===== src/rtl/sctc_pkg.sv =====
// Shared types, key codes and layout tables for the scan code to character unit.
`default_nettype none

package sctc_pkg;

   localparam int SCTC_FIFO_DEPTH = 128;
   localparam int NUM_LAYOUTS     = 2;
   localparam int TBL_LEN         = 58;
   localparam int PAD_LEN         = 13;

   localparam logic [7:0] KEY_LSHIFT  = 8'h2A;
   localparam logic [7:0] KEY_RSHIFT  = 8'h36;
   localparam logic [7:0] KEY_CAPS    = 8'h3A;
   localparam logic [7:0] KEY_NUM     = 8'h45;
   localparam logic [7:0] KEY_PREFIX  = 8'hE0;
   localparam logic [7:0] KEY_SLASH   = 8'h35;
   localparam logic [7:0] KEY_ENTER   = 8'h1C;
   localparam logic [7:0] KEY_ANGLE   = 8'h56;
   localparam logic [7:0] PAD_FIRST   = 8'h47;
   localparam logic [7:0] PAD_LAST    = 8'h53;
   localparam logic [7:0] RELEASE_BIT = 8'h80;
   localparam logic [7:0] CODE_MASK   = 8'h7F;

   localparam logic [7:0] CH_SLASH    = 8'h2F;
   localparam logic [7:0] CH_NEWLINE  = 8'h0A;
   localparam logic [7:0] CH_LESS     = 8'h3C;
   localparam logic [7:0] CH_GREATER  = 8'h3E;
   localparam logic [7:0] CH_ZERO     = 8'h30;
   localparam logic [7:0] CH_NINE     = 8'h39;
   localparam logic [7:0] CH_UPPER_A  = 8'h41;
   localparam logic [7:0] CH_UPPER_Z  = 8'h5A;
   localparam logic [7:0] CH_LOWER_A  = 8'h61;
   localparam logic [7:0] CH_LOWER_Z  = 8'h7A;
   localparam logic [7:0] CASE_DELTA  = 8'h20;

   localparam logic [7:0] PLAIN_TBL [2][TBL_LEN] = '{
      '{8'h00, 8'h1B, 8'h31, 8'h32, 8'h33, 8'h34, 8'h35, 8'h36, 8'h37, 8'h38,
        8'h39, 8'h30, 8'h2D, 8'h3D, 8'h08, 8'h09, 8'h71, 8'h77, 8'h65, 8'h72,
        8'h74, 8'h79, 8'h75, 8'h69, 8'h6F, 8'h70, 8'h5B, 8'h5D, 8'h0A, 8'h00,
        8'h61, 8'h73, 8'h64, 8'h66, 8'h67, 8'h68, 8'h6A, 8'h6B, 8'h6C, 8'h3B,
        8'h27, 8'h5C, 8'h00, 8'h5C, 8'h7A, 8'h78, 8'h63, 8'h76, 8'h62, 8'h6E,
        8'h6D, 8'h2C, 8'h2E, 8'h2F, 8'h5C, 8'h2E, 8'h38, 8'h20},
      '{8'h00, 8'hB3, 8'h31, 8'h32, 8'h33, 8'h34, 8'h35, 8'h36, 8'h37, 8'h38,
        8'h39, 8'h30, 8'h27, 8'hA8, 8'h08, 8'h09, 8'h71, 8'h77, 8'h65, 8'h72,
        8'h74, 8'h79, 8'h75, 8'h69, 8'h6F, 8'h70, 8'h1A, 8'h2B, 8'h0A, 8'h00,
        8'h61, 8'h73, 8'h64, 8'h66, 8'h67, 8'h68, 8'h6A, 8'h6B, 8'h6C, 8'hA4,
        8'h7B, 8'hB3, 8'h00, 8'h7D, 8'h7A, 8'h78, 8'h63, 8'h76, 8'h62, 8'h6E,
        8'h6D, 8'h2C, 8'h2E, 8'h2D, 8'h5C, 8'h2E, 8'h38, 8'h20}
   };

   localparam logic [7:0] SHIFT_TBL [2][TBL_LEN] = '{
      '{8'h00, 8'h1B, 8'h21, 8'h40, 8'h23, 8'h24, 8'h25, 8'h5E, 8'h26, 8'h2A,
        8'h28, 8'h29, 8'h5F, 8'h2B, 8'h08, 8'h09, 8'h51, 8'h57, 8'h45, 8'h52,
        8'h54, 8'h59, 8'h55, 8'h49, 8'h4F, 8'h50, 8'h7B, 8'h7D, 8'h0A, 8'h00,
        8'h41, 8'h53, 8'h44, 8'h46, 8'h47, 8'h48, 8'h4A, 8'h4B, 8'h4C, 8'h3A,
        8'h22, 8'hB3, 8'h00, 8'h7C, 8'h5A, 8'h58, 8'h43, 8'h56, 8'h42, 8'h4E,
        8'h4D, 8'h3C, 8'h3E, 8'h3F, 8'h5C, 8'h2E, 8'h38, 8'h20},
      '{8'h00, 8'hA7, 8'h21, 8'h22, 8'h23, 8'h24, 8'h25, 8'h26, 8'h2F, 8'h28,
        8'h29, 8'h3D, 8'h3F, 8'hAD, 8'h08, 8'h09, 8'h51, 8'h57, 8'h45, 8'h52,
        8'h54, 8'h59, 8'h55, 8'h49, 8'h4F, 8'h50, 8'h1A, 8'h2A, 8'h0A, 8'h00,
        8'h41, 8'h53, 8'h44, 8'h46, 8'h47, 8'h48, 8'h4A, 8'h4B, 8'h4C, 8'hA5,
        8'h5B, 8'hA7, 8'h2A, 8'h5D, 8'h5A, 8'h58, 8'h43, 8'h56, 8'h42, 8'h4E,
        8'h4D, 8'h3B, 8'h3A, 8'h5F, 8'h5C, 8'h2E, 8'h38, 8'h20}
   };

   localparam logic [7:0] PAD_TBL [PAD_LEN] = '{
      8'h37, 8'h38, 8'h39, 8'h2D, 8'h34, 8'h35, 8'h36, 8'h2B, 8'h31, 8'h32,
      8'h33, 8'h30, 8'h2E
   };

   typedef struct packed {
      logic       kind;
      logic [7:0] scan_code;
   } req_type;

   typedef struct packed {
      logic [7:0] char_out;
      logic       was_empty;
   } rsp_type;

   // One queued operation: a host read, or a character push.
   typedef struct packed {
      logic       is_read;
      logic [7:0] ch;
   } op_type;

endpackage

`default_nettype wire


===== src/rtl/sctc_front.sv =====
// Front end: keyboard flag state, scan code decode and layout register.
`default_nettype none

module sctc_front
   import sctc_pkg::*;
(
   input  wire logic    clock,
   input  wire logic    reset,
   input  wire logic    req_valid,
   output logic         req_ready,
   input  wire req_type req_data,
   input  wire logic    csr_valid,
   output logic         csr_ready,
   input  wire logic    csr_data,
   output logic         op_valid,
   input  wire logic    op_ready,
   output op_type       op_data
);

   logic       language_ff, language_in;
   logic       shift_ff, shift_in;
   logic       caps_ff, caps_in;
   logic       numlock_ff, numlock_in;
   logic       prefix_ff, prefix_in;
   logic       accept;
   logic [7:0] code;
   logic       lay;
   logic [5:0] tbl_idx;
   logic [3:0] pad_idx;
   logic [7:0] tbl_ch;
   logic [7:0] pad_ch;

   assign req_ready = op_ready;
   assign csr_ready = 1'b1;
   assign accept    = req_valid && op_ready;
   assign code      = req_data.scan_code;
   assign lay       = (32'(language_ff) < NUM_LAYOUTS) ? language_ff : 1'b0;
   assign tbl_idx   = code[5:0];
   assign pad_idx   = 4'(code - PAD_FIRST);

   always_comb begin
      logic [7:0] c;
      if (code == KEY_ANGLE) begin
         c = shift_ff ? CH_GREATER : CH_LESS;
      end else if (code < 8'(TBL_LEN)) begin
         c = shift_ff ? SHIFT_TBL[lay][tbl_idx] : PLAIN_TBL[lay][tbl_idx];
      end else begin
         c = '0;
      end
      if (caps_ff) begin
         if (shift_ff && c >= CH_UPPER_A && c <= CH_UPPER_Z) begin
            c = c + CASE_DELTA;
         end else if (!shift_ff && c >= CH_LOWER_A && c <= CH_LOWER_Z) begin
            c = c - CASE_DELTA;
         end
      end
      if (prefix_ff && code == KEY_SLASH) begin
         c = CH_SLASH;
      end else if (prefix_ff && code == KEY_ENTER) begin
         c = CH_NEWLINE;
      end
      tbl_ch = c;
   end

   always_comb begin
      logic [7:0] d;
      d = (pad_idx < 4'(PAD_LEN)) ? PAD_TBL[pad_idx] : '0;
      pad_ch = (d >= CH_ZERO && d <= CH_NINE && !numlock_ff) ? d : '0;
   end

   always_comb begin
      language_in = (csr_valid && csr_ready) ? csr_data : language_ff;
      shift_in    = shift_ff;
      caps_in     = caps_ff;
      numlock_in  = numlock_ff;
      prefix_in   = prefix_ff;
      op_valid    = 1'b0;
      op_data     = '0;
      if (accept) begin
         if (req_data.kind) begin
            op_valid        = 1'b1;
            op_data.is_read = 1'b1;
         end else if ((code & RELEASE_BIT) != '0) begin
            if (code == KEY_PREFIX) begin
               prefix_in = 1'b1;
            end
            if ((code & CODE_MASK) == KEY_LSHIFT || (code & CODE_MASK) == KEY_RSHIFT) begin
               shift_in  = 1'b0;
               prefix_in = 1'b0;
            end
         end else begin
            case (code) inside
               KEY_LSHIFT, KEY_RSHIFT: begin
                  shift_in  = 1'b1;
                  prefix_in = 1'b0;
               end
               KEY_NUM: begin
                  numlock_in = !numlock_ff;
               end
               KEY_CAPS: begin
                  caps_in = !caps_ff;
               end
               [PAD_FIRST:PAD_LAST]: begin
                  op_valid   = 1'b1;
                  op_data.ch = pad_ch;
                  prefix_in  = 1'b0;
               end
               [8'd2:8'd25], 8'd28, [8'd30:8'd41], [8'd43:8'd55], 8'd57, KEY_ANGLE: begin
                  op_valid   = 1'b1;
                  op_data.ch = tbl_ch;
                  prefix_in  = 1'b0;
               end
               default: begin
               end
            endcase
         end
      end
   end

   always_ff @(posedge clock) begin
      if (reset) begin
         language_ff <= 1'b0;
         shift_ff    <= 1'b0;
         caps_ff     <= 1'b0;
         numlock_ff  <= 1'b1;
         prefix_ff   <= 1'b0;
      end else begin
         language_ff <= language_in;
         shift_ff    <= shift_in;
         caps_ff     <= caps_in;
         numlock_ff  <= numlock_in;
         prefix_ff   <= prefix_in;
      end
   end

endmodule

`default_nettype wire


===== src/rtl/sctc_queue.sv =====
// Two-entry operation queue between the front end and the character buffer.
`default_nettype none

module sctc_queue
   import sctc_pkg::*;
(
   input  wire logic   clock,
   input  wire logic   reset,
   input  wire logic   in_valid,
   output logic        in_ready,
   input  wire op_type in_data,
   output logic        out_valid,
   input  wire logic   out_ready,
   output op_type      out_data
);

   op_type     slot_ff [2];
   logic       wr_idx_ff, wr_idx_in;
   logic       rd_idx_ff, rd_idx_in;
   logic [1:0] count_ff, count_in;
   logic       push;
   logic       pop;

   assign in_ready  = (count_ff != 2'd2);
   assign out_valid = (count_ff != 2'd0);
   assign out_data  = slot_ff[rd_idx_ff];
   assign push      = in_valid && in_ready;
   assign pop       = out_valid && out_ready;

   always_comb begin
      wr_idx_in = push ? !wr_idx_ff : wr_idx_ff;
      rd_idx_in = pop ? !rd_idx_ff : rd_idx_ff;
      count_in  = count_ff + 2'(push) - 2'(pop);
   end

   always_ff @(posedge clock) begin
      if (reset) begin
         wr_idx_ff <= 1'b0;
         rd_idx_ff <= 1'b0;
         count_ff  <= 2'd0;
      end else begin
         wr_idx_ff <= wr_idx_in;
         rd_idx_ff <= rd_idx_in;
         count_ff  <= count_in;
      end
   end

   always_ff @(posedge clock) begin
      if (push) begin
         slot_ff[wr_idx_ff] <= in_data;
      end
   end

endmodule

`default_nettype wire


===== src/rtl/sctc_back.sv =====
// Back end: character ring buffer, pointers and registered read response.
`default_nettype none

module sctc_back
   import sctc_pkg::*;
#(
   parameter int FIFO_DEPTH = SCTC_FIFO_DEPTH
) (
   input  wire logic   clock,
   input  wire logic   reset,
   input  wire logic   op_valid,
   output logic        op_ready,
   input  wire op_type op_data,
   output logic        rsp_valid,
   input  wire logic   rsp_ready,
   output rsp_type     rsp_data
);

   localparam int PTR_W = (FIFO_DEPTH > 1) ? $clog2(FIFO_DEPTH) : 1;
   localparam logic [PTR_W-1:0] PTR_LAST = PTR_W'(FIFO_DEPTH - 1);

   logic [7:0]       mem [FIFO_DEPTH];
   logic [PTR_W-1:0] rptr_ff, rptr_in;
   logic [PTR_W-1:0] wptr_ff, wptr_in;
   logic             rsp_valid_ff, rsp_valid_in;
   logic             empty_ff, empty_in;
   logic [7:0]       rd_data_ff;
   logic             out_free;
   logic             do_push;
   logic             do_read;
   logic             is_empty;

   assign out_free  = !rsp_valid_ff || rsp_ready;
   assign op_ready  = !op_data.is_read || out_free;
   assign do_push   = op_valid && !op_data.is_read;
   assign do_read   = op_valid && op_data.is_read && out_free;
   assign is_empty  = (rptr_ff == wptr_ff);
   assign rsp_valid = rsp_valid_ff;
   assign rsp_data.char_out  = empty_ff ? 8'h00 : rd_data_ff;
   assign rsp_data.was_empty = empty_ff;

   always_comb begin
      wptr_in      = wptr_ff;
      rptr_in      = rptr_ff;
      rsp_valid_in = rsp_valid_ff;
      empty_in     = empty_ff;
      if (do_push) begin
         wptr_in = (wptr_ff == PTR_LAST) ? '0 : wptr_ff + 1'b1;
      end
      if (do_read) begin
         rsp_valid_in = 1'b1;
         empty_in     = is_empty;
         if (!is_empty) begin
            rptr_in = (rptr_ff == PTR_LAST) ? '0 : rptr_ff + 1'b1;
         end
      end else if (rsp_ready) begin
         rsp_valid_in = 1'b0;
      end
   end

   always_ff @(posedge clock) begin
      if (reset) begin
         wptr_ff      <= '0;
         rptr_ff      <= '0;
         rsp_valid_ff <= 1'b0;
         empty_ff     <= 1'b1;
      end else begin
         wptr_ff      <= wptr_in;
         rptr_ff      <= rptr_in;
         rsp_valid_ff <= rsp_valid_in;
         empty_ff     <= empty_in;
      end
   end

   always_ff @(posedge clock) begin
      if (do_push) begin
         mem[wptr_ff] <= op_data.ch;
      end
   end

   always_ff @(posedge clock) begin
      if (do_read) begin
         rd_data_ff <= mem[rptr_ff];
      end
   end

endmodule

`default_nettype wire


===== src/rtl/scancode_to_char_fifo_unit.sv =====
// Top level: set 1 scan code decoder feeding a character ring buffer.
//
// req channel: one transfer per item. kind 0 carries a keyboard scan code
// byte, which updates shift, caps lock, num lock and prefix state and may
// push one character; kind 1 is a host read, which returns exactly one
// rsp transfer with the popped character, or 0 with was_empty set.
// csr channel: writes the layout select (0 US English, 1 Spanish); always
// ready, write only while no item is in flight.
// A read passes through the queue register, then the buffer read register,
// before it completes on rsp. Throughput: one req transfer per cycle while
// rsp does not stall, set by the single buffer write/read port that
// serves one queued operation a cycle.
// The buffer has FIFO_DEPTH entries and overwrites when full; at most
// FIFO_DEPTH-1 are readable, and FIFO_DEPTH unread pushes read as empty.
// Reset: flags return to num lock on, others clear, buffer empties and
// layout returns to US English; buffer contents are not cleared.
// When rsp stalls, the response register holds, pushes queued ahead of a
// waiting read still drain, and req_ready drops once the queue is full.
`default_nettype none

module scancode_to_char_fifo_unit
   import sctc_pkg::*;
#(
   parameter int FIFO_DEPTH = SCTC_FIFO_DEPTH
) (
   input  wire logic    clock,
   input  wire logic    reset,
   input  wire logic    req_valid,
   output logic         req_ready,
   input  wire req_type req_data,
   output logic         rsp_valid,
   input  wire logic    rsp_ready,
   output rsp_type      rsp_data,
   input  wire logic    csr_valid,
   output logic         csr_ready,
   input  wire logic    csr_data
);

   logic   fq_valid;
   logic   fq_ready;
   op_type fq_data;
   logic   qb_valid;
   logic   qb_ready;
   op_type qb_data;

   sctc_front u_front (
      .clock     (clock),
      .reset     (reset),
      .req_valid (req_valid),
      .req_ready (req_ready),
      .req_data  (req_data),
      .csr_valid (csr_valid),
      .csr_ready (csr_ready),
      .csr_data  (csr_data),
      .op_valid  (fq_valid),
      .op_ready  (fq_ready),
      .op_data   (fq_data)
   );

   sctc_queue u_queue (
      .clock     (clock),
      .reset     (reset),
      .in_valid  (fq_valid),
      .in_ready  (fq_ready),
      .in_data   (fq_data),
      .out_valid (qb_valid),
      .out_ready (qb_ready),
      .out_data  (qb_data)
   );

   sctc_back #(
      .FIFO_DEPTH (FIFO_DEPTH)
   ) u_back (
      .clock     (clock),
      .reset     (reset),
      .op_valid  (qb_valid),
      .op_ready  (qb_ready),
      .op_data   (qb_data),
      .rsp_valid (rsp_valid),
      .rsp_ready (rsp_ready),
      .rsp_data  (rsp_data)
   );

endmodule

`default_nettype wire


===== config.mk =====
export PLATFORM = sky130hd
export DESIGN_NAME = scancode_to_char_fifo_unit
export DESIGN_NICKNAME = d
export VERILOG_FILES = /design/src/rtl/sctc_pkg.sv /design/src/rtl/sctc_front.sv /design/src/rtl/sctc_queue.sv /design/src/rtl/sctc_back.sv /design/src/rtl/scancode_to_char_fifo_unit.sv
export SDC_FILE = /design/constraint.sdc
export NUM_CORES = 1
export LEC_CHECK = 0
export ABC_AREA = 1
export ABC_CLOCK_PERIOD_IN_PS = 8400
export BUFFER_PORTS_ARGS = -buffer_cell sky130_fd_sc_hd__buf_4
export CORE_MARGIN = 2
export CORE_UTILIZATION = 50
export CTS_BUF_LIST = sky130_fd_sc_hd__clkbuf_4
export CTS_CLUSTER_SIZE = 40
export DETAILED_ROUTE_END_ITERATION = 12
export PLACE_DENSITY_LB_ADDON = 0.3
export SLEW_MARGIN = 10
export SYNTH_ARGS = -nofsm -noshare
export SYNTH_HDL_FRONTEND = slang
export SYNTH_SLANG_ARGS = --single-unit

===== constraint.sdc =====
create_clock -name clock -period 8.4 [get_ports clock]
set_clock_uncertainty 0.15 [all_clocks]
set_input_delay 0.84 -clock clock [delete_from_list [all_inputs] [get_ports clock]]
set_output_delay 0.84 -clock clock [all_outputs]
set_load 0.02 [all_outputs]

==> run metrics, run 1 <==
final layout net count=3,939; htree depth=5; WHS=0.157 ns; DRC errors left=0; MaxCap Viol Count=0; PostCTS Resize Cnt=0; worst endpoint required time=approximately 9.0 ns; grt ovf=0; Synth Instances=3,787; M2 GR Usage=0.414; clock buffer depth=4; RSZ-0062 raised after global routing=false; largest net degree at the start of global routing=between 150 and 200; Pint=9.56 mW; Vias/cell=~6.0; minimum clock period=4.39 ns; most frequent cell after synthesis=edfxtp_1; worst min-delay path startpoint=req_data[6]; Die X=between 300 and 400 µm; static leakage=16.7 nW; I/O pin count=27; row count=109; Cell Area, Synth=0.0450 mm²; setup violators final=0; initial antenna violation count=3; synth unique cells=56; CTS Buf Count=287; Port-buffer cells=25; reg2reg end=u_back.mem[107][1]; number of global-route vias before repair=roughly 31,000; Max FO, Critical Path=11; Synth async-reset ratio=0; final WL=121,000 µm; GRT busiest layer=met2; placed cell areas=~0.046 mm²; dominant synthesized flop cell=edfxtp_1; met3 Track Usage GR=0.0497; Worst-Margin Slew=about 1.2 ns; reg2reg setup slack=between 4 and 5 ns; clk sinks=approximately 1,100; post-synth top area share=0.701; Max Fclk=approximately 0.23 GHz; crit path launch type=flop; CTS Hold Bufs=9; Post-synth EDFFs=1,050; Synth area leader=edfxtp_1; Synth area leaders=edfxtp_1 (70%), nor2_1 (6.5%), o21ai_0 (6.2%); Final Max Slew Viols=0; VDD IR max=around 0.19 mV; yosys warns=0; PwrDens=287 mW/mm²; final setup TNS=0 ns; Routed WL per cell=23.1 µm; First-pass DRT Iterations=5; sequential power share=0.472; worst hold endpoint=u_front.prefix_ff; Min-Delay Path Class=input port to flop; area growth from synthesis to layout=9.92%; post-synthesis sequential area ratio=0.713; Clock Power Share=0.305; die footprint=0.0924 mm²; Synthesized Nets=3,825; antenna viol nets, final=0; GR Util All Layers=0.260; core footprint=0.0888 mm²; hold path cells=5; Post-CTS Setup Bufs=0; clk slew on worst S/H paths=about 0.060 ns; period utilization=0.523; worst reg2reg path depth=7; cell area after layout=around 0.049 mm²; Fill cells=7,447; critical path endpoint category=flop; Comb pwr share=0.222; first-pass GRT wire length=184,000 µm; layout cells sized above 1=0.135; Worst Path Arrival=between 4 and 5 ns; average size of a mapped cell=11.9 µm²; Worst Setup Path Type=flop to flop; Post-synth top cells=edfxtp_1 (1,050), nor2_1 (775), o21ai_0 (559); Root Buffer=clkbuf_4; later-pin clock latency in the skew report=1.13 ns; relative slew slack=0.202; flops & latches, synth=1,076; sw power=4.62 mW; met1 Usage GRT=0.352; initial drt markers=4,055; Vias=31,500; routability cong.=slightly below 1; Initial Util=0.507; final hold violations=0; HPWL Detailed=about 69,000 µm; Net Sw Frac=0.326; CTS tree=built; outcome=finished, final reports clean; die height=304 µm
-- cell families (layout without fill, tap and decap cells) --
group / after synthesis / after routing / share of synthesized area
xor gates and xnor gates: 11 / 11 / 0.00214
other: 1 / 6 / 0.0000834
buffers and inverters: 364 / 645 / 0.0332
adders and majority gates: 23 / 23 / 0.00640
AOI/OAI and AO/OA: 947 / 947 / 0.122
and+or+nand+nor: 1365 / 1365 / 0.123
DFF: 1076 / 1076 / 0.713
-- how the worst max path moves through the flow --
| stage | cells past startpoint | to | from |
|---|---|---|---|
| 5_1_grt | 7 | u_back.mem[107][1] | flop |
| 3_5_place_dp | 7 | u_back.mem[107][5] | flop |
| 6_report | 7 | u_back.mem[107][1] | flop |
| 4_1_cts | 7 | u_back.mem[107][1] | flop |
| 2_1_floorplan | 12 | u_queue.slot_ff[1][0] | req_data[0] |
| 3_3_place_gp | 7 | u_back.mem[104][4] | flop |
-- per-layer routing --
metal,part of all wire,wire (µm)
met1,0.40,48200
met2,0.48,57900
met3,0.092,11100
met4,0.032,3860
met5,0,0
-- worst max-delay path, stage by stage, from the launching register on --
cell and delay (ns):
dfxtp_1 0.49, clkinv_1 0.29, nand2_1 0.12, nand2_1 0.08, nor2_1 0.68, nand4_1 1.03
buf_4 0.53, nor2_1 0.61
-- state kept, by name, indices dropped and copies added, names as in the netlist, 2 cells and up, named ones only --
name               count
u_back.wptr_ff         7
u_queue.count_ff       2
u_queue.slot_ff       18
u_back.rd_data_ff      8
u_back.rptr_ff         7
u_back.mem          1024
-- metrics by stage --
step,worst slack [ns],util,total power [mW],instances
4_1_cts,4.02,0.557,14.2,5233
3_5_place_dp,4.09,0.518,9.91,4768
6_report,4.01,0.557,14.2,5238
5_1_grt,3.71,0.557,14.8,5237
3_3_place_gp,4.10,0.518,9.87,4768
2_1_floorplan,5.11,-,8.73,3787
-- layout by cell type, fill, tap and decap left out, drive strengths merged, types with 2 or more instances in the layout --
master,Yosys,layout
bufinv,0,3
inv,107,116
clkinv,3,42
a221oi,5,5
buf,39,70
nor3b,6,6
a21oi,54,54
nand3,137,137
o211ai,24,24
and3,2,2
o21ai,565,565
nor2,786,786
ha,23,23
dfxtp,26,26
nand4,31,31
clkbuf,215,405
xor2,8,8
a2111oi,4,4
o221ai,96,96
dlygate4sd3,0,9
diode,0,5
a311oi,2,2
o22ai,157,157
a31oi,23,23
edfxtp,1050,1050
xnor2,3,3
a211oi,7,7
nand2,387,387
nor4,4,4
nor3,11,11
-- area by class of cell --
type                       count  area, µm²  area share
sequential                  1076      32100       0.649
multi-input combinational   2347      11500       0.233
clock buffer                 405       3040      0.0615
tap                         1165       1460      0.0295
timing repair buffer          79        641      0.0130
inverter                     110        435     0.00881
clock inverter                51        279     0.00564
antenna                        5       12.5    0.000253
-- power by group through the flow --
stage	combinational [mW]	clock (mW)	sequential (mW)
final	3.15	4.33	6.69
after global placement	3.06	0	6.80
after global routing	3.42	4.67	6.70
after detailed placement	3.10	0	6.81
after floorplan	1.94	0	6.79
after CTS	3.11	4.39	6.69
Power figures use the tool's default switching activity.
==> inputs of run 2 (changes only) <==
--- a/config.mk
+++ b/config.mk
@@ -6,7 +6,7 @@
 export NUM_CORES = 1
 export LEC_CHECK = 0
 export ABC_AREA = 1
-export ABC_CLOCK_PERIOD_IN_PS = 8400
+export ABC_CLOCK_PERIOD_IN_PS = 4400
 export BUFFER_PORTS_ARGS = -buffer_cell sky130_fd_sc_hd__buf_4
 export CORE_MARGIN = 2
 export CORE_UTILIZATION = 50
==> constraint.sdc (replaced) <==
create_clock -name clock -period 4.4 [get_ports clock]
set_clock_uncertainty 0.15 [all_clocks]
set_input_delay 0.44 -clock clock [delete_from_list [all_inputs] [get_ports clock]]
set_output_delay 0.44 -clock clock [all_outputs]
set_load 0.02 [all_outputs]
==> run 2 against run 1 <==
Via count grew 0.83%. Critical path depth grew 5. Wire length grew 0.82%. Count of clock-buffer cells in the layout is 4 lower. Flip-flop and latch count is the same. Design area is 1.8% higher. Register-to-register slack worse by 3.1 ns. Die area stayed put. Global-route usage increased by 0.10 points. Worst hold slack worse by 0.097 ns. Total power is 93% higher. Critical path type unchanged.
==> run metrics, run 2 (same netlist as run 1, synthesis figures left out) <==
most common cell after layout, fill and taps aside=edfxtp_1 (unchanged); GR Util All Layers=0.261 (was 0.260); clk sinks=1,076 (unchanged); First-pass DRT Iterations=8 (was 5); die footprint=0.0924 mm² (unchanged); multi-input logic area=0.0115 mm² (about the same); crit path launch type=flop (unchanged); reg2reg end=u_back.rd_data_ff[3] (was u_back.mem[107][1]); Crit. Startpoint=u_back.rptr_ff[1]; minimum clock period=3.46 ns (was 4.39 ns); CTS tree=built (unchanged); Worst Path Arrival=4.10 ns (was 4.95 ns); I/O pin count=27 (unchanged); Fill cells=7,251 (was 7,447); CTS Buf Count=291 (was 287); critical path endpoint category=flop (unchanged); clk slew on worst S/H paths=0.06 ns (about the same); Final Power=27.4 mW (was 14.2 mW); reg2reg setup slack=0.94 ns (was 4.01 ns); largest registers=u_back.mem (1024), u_queue.slot_ff (18), u_back.rd_data_ff (8) (unchanged); Initial Util=0.507 (unchanged); final worst setup slack=0.945 ns (was 4.01 ns); HPWL Detailed=72,300 µm (was 68,700 µm); relative slew slack=0.231 (was 0.202); Min-Delay Path Class=input port to flop (unchanged); VDD IR max=0.393 mV (was 0.192 mV); sequential cell area=0.0321 mm² (unchanged); Reg2Reg Launch Point=u_back.rptr_ff[1]; Max Fclk=0.289 GHz (was 0.228 GHz); clock buffer depth=4 (unchanged); Port-buffer cells=25 (unchanged); DRC errors left=0 (unchanged); largest net degree at the start of global routing=155 (was 199); row count=109 (unchanged); Worst Setup Path Type=flop to flop (unchanged); initial drt markers=4,130 (was 4,055); max reg flops=1,024 (unchanged); CP cell instances=inv_6, buf_12, buf_4, o21ai_0, o22ai_1, nand2_1, nand3_1, o21ai_0, nor2_1, a2111oi_0, buf_4, a21oi_1 (was clkinv_1, nand2_1, nand2_1, nor2_1, nand4_1, buf_4, nor2_1); final layout net count=4,033 (was 3,939); Setup Slack @ Placement=0.716 ns (was 4.09 ns); htree depth=5 (unchanged); final WL=122,000 µm (was 121,000 µm); RSZ-0062 raised after global routing=false (unchanged); placed cell areas=0.0468 mm² (was 0.0460 mm²); core footprint=0.0888 mm² (unchanged); hold path cells=3 (was 5); area growth from synthesis to layout=11.9% (was 9.92%); later-pin clock latency in the skew report=1.17 ns (was 1.13 ns); Max FO, Critical Path=50 (was 11); Slowest-stage cell, CP=dfxtp_4 (was nand4_1); commonest non-fill, non-tap cells in the layout=edfxtp_1 (1,050), nor2_1 (774), o21ai_0 (559) (unchanged); Worst-Margin Slew=1.15 ns (was 1.19 ns); Final Max Slew Viols=0 (unchanged); Vias/cell=5.95 (was 6.01); number of global-route vias before repair=30,400 (was 30,800); die height=304 µm (unchanged); Die X=304 µm (unchanged); outcome=finished, final reports clean (unchanged); Root Buffer=clkbuf_4 (unchanged); CP endpoint=u_back.rd_data_ff[3] (was u_back.mem[107][1]); PostCTS Resize Cnt=0 (unchanged); grt ovf=0 (unchanged); layout cells sized above 1=0.148 (was 0.135); worst reg2reg path depth=12 (was 7); setup violators final=0 (unchanged); Crit path largest cell delay=0.62 ns (was 1.03 ns); cell area after layout=0.0503 mm² (was 0.0494 mm²); initial antenna violation count=2 (was 3); period utilization=0.785 (was 0.523); routability cong.=0.939 (was 0.962); CTS Hold Bufs=22 (was 9); final setup TNS=0 ns (unchanged); first-pass GRT wire length=183,000 µm (was 184,000 µm); Vias=31,700 (was 31,500); Post-CTS Setup Bufs=0 (unchanged); register bank with the most flops=u_back.mem (unchanged); Routed WL per cell=22.9 µm (was 23.1 µm); MaxCap Viol Count=0 (unchanged); antenna viol nets, final=0 (unchanged); final hold violations=0 (unchanged); worst endpoint required time=5.04 ns (was 8.96 ns); static leakage=17.2 nW (was 16.7 nW); PwrDens=544 mW/mm² (was 287 mW/mm²)
==> run 2: stage by stage <==
stage          cells  utilization  hold WS, ns
2_1_floorplan   3787            -        0.294
3_3_place_gp    4845        0.527        0.304
3_5_place_dp    4845        0.527        0.324
4_1_cts         5327        0.567       0.0275
5_1_grt         5330        0.567       0.0212
6_report        5330        0.567       0.0606
==> run 2: worst min-delay path by stage <==
stage                                    from                  end  slack [ns]
after detailed placement  u_queue.count_ff[1]  u_queue.count_ff[1]        0.32
final                                   reset    u_back.wptr_ff[2]        0.06
after CTS                               reset    u_back.wptr_ff[2]        0.03
after global routing                    reset  u_queue.count_ff[0]        0.02
after floorplan           u_queue.count_ff[1]  u_queue.count_ff[1]        0.29
after global placement    u_queue.count_ff[1]  u_queue.count_ff[1]        0.30
==> run 2: critical path, delay by kind of cell (launching register included) <==
family / cells / cell delay, ns
AOI/OAI and AO/OA: 5 / 1.16
buffers and inverters: 4 / 0.94
DFF: 1 / 0.62
and+or+nand+nor: 3 / 0.22
==> run 2: final cells by class <==
class	count	area share
diodes	3	0.000149
clock buffers	401	0.0598
clock inverters	59	0.00639
inverters	110	0.00865
multi-input cells	2347	0.228
flip-flops and latches	1076	0.637
well taps	1165	0.0290
repair buffers	169	0.0308
==> run 2: where the power goes <==
part	switching (mW)	total (mW)	internal [mW]
Sequential	0.133	12.7	12.6
Clock	3.89	8.23	4.34
Combinational	4.88	6.46	1.58
==> run 2: per-layer routing <==
| layer | up-vias | track usage | share of wire |
|---|---|---|---|
| met5 | - | 0 | 0 |
| met4 | 0 | 0.101 | 0.030 |
| met1 | 15400 | 0.361 | 0.40 |
| met2 | 1713 | 0.406 | 0.47 |
| li1 | 14400 | - | - |
| met3 | 238 | 0.0570 | 0.097 |
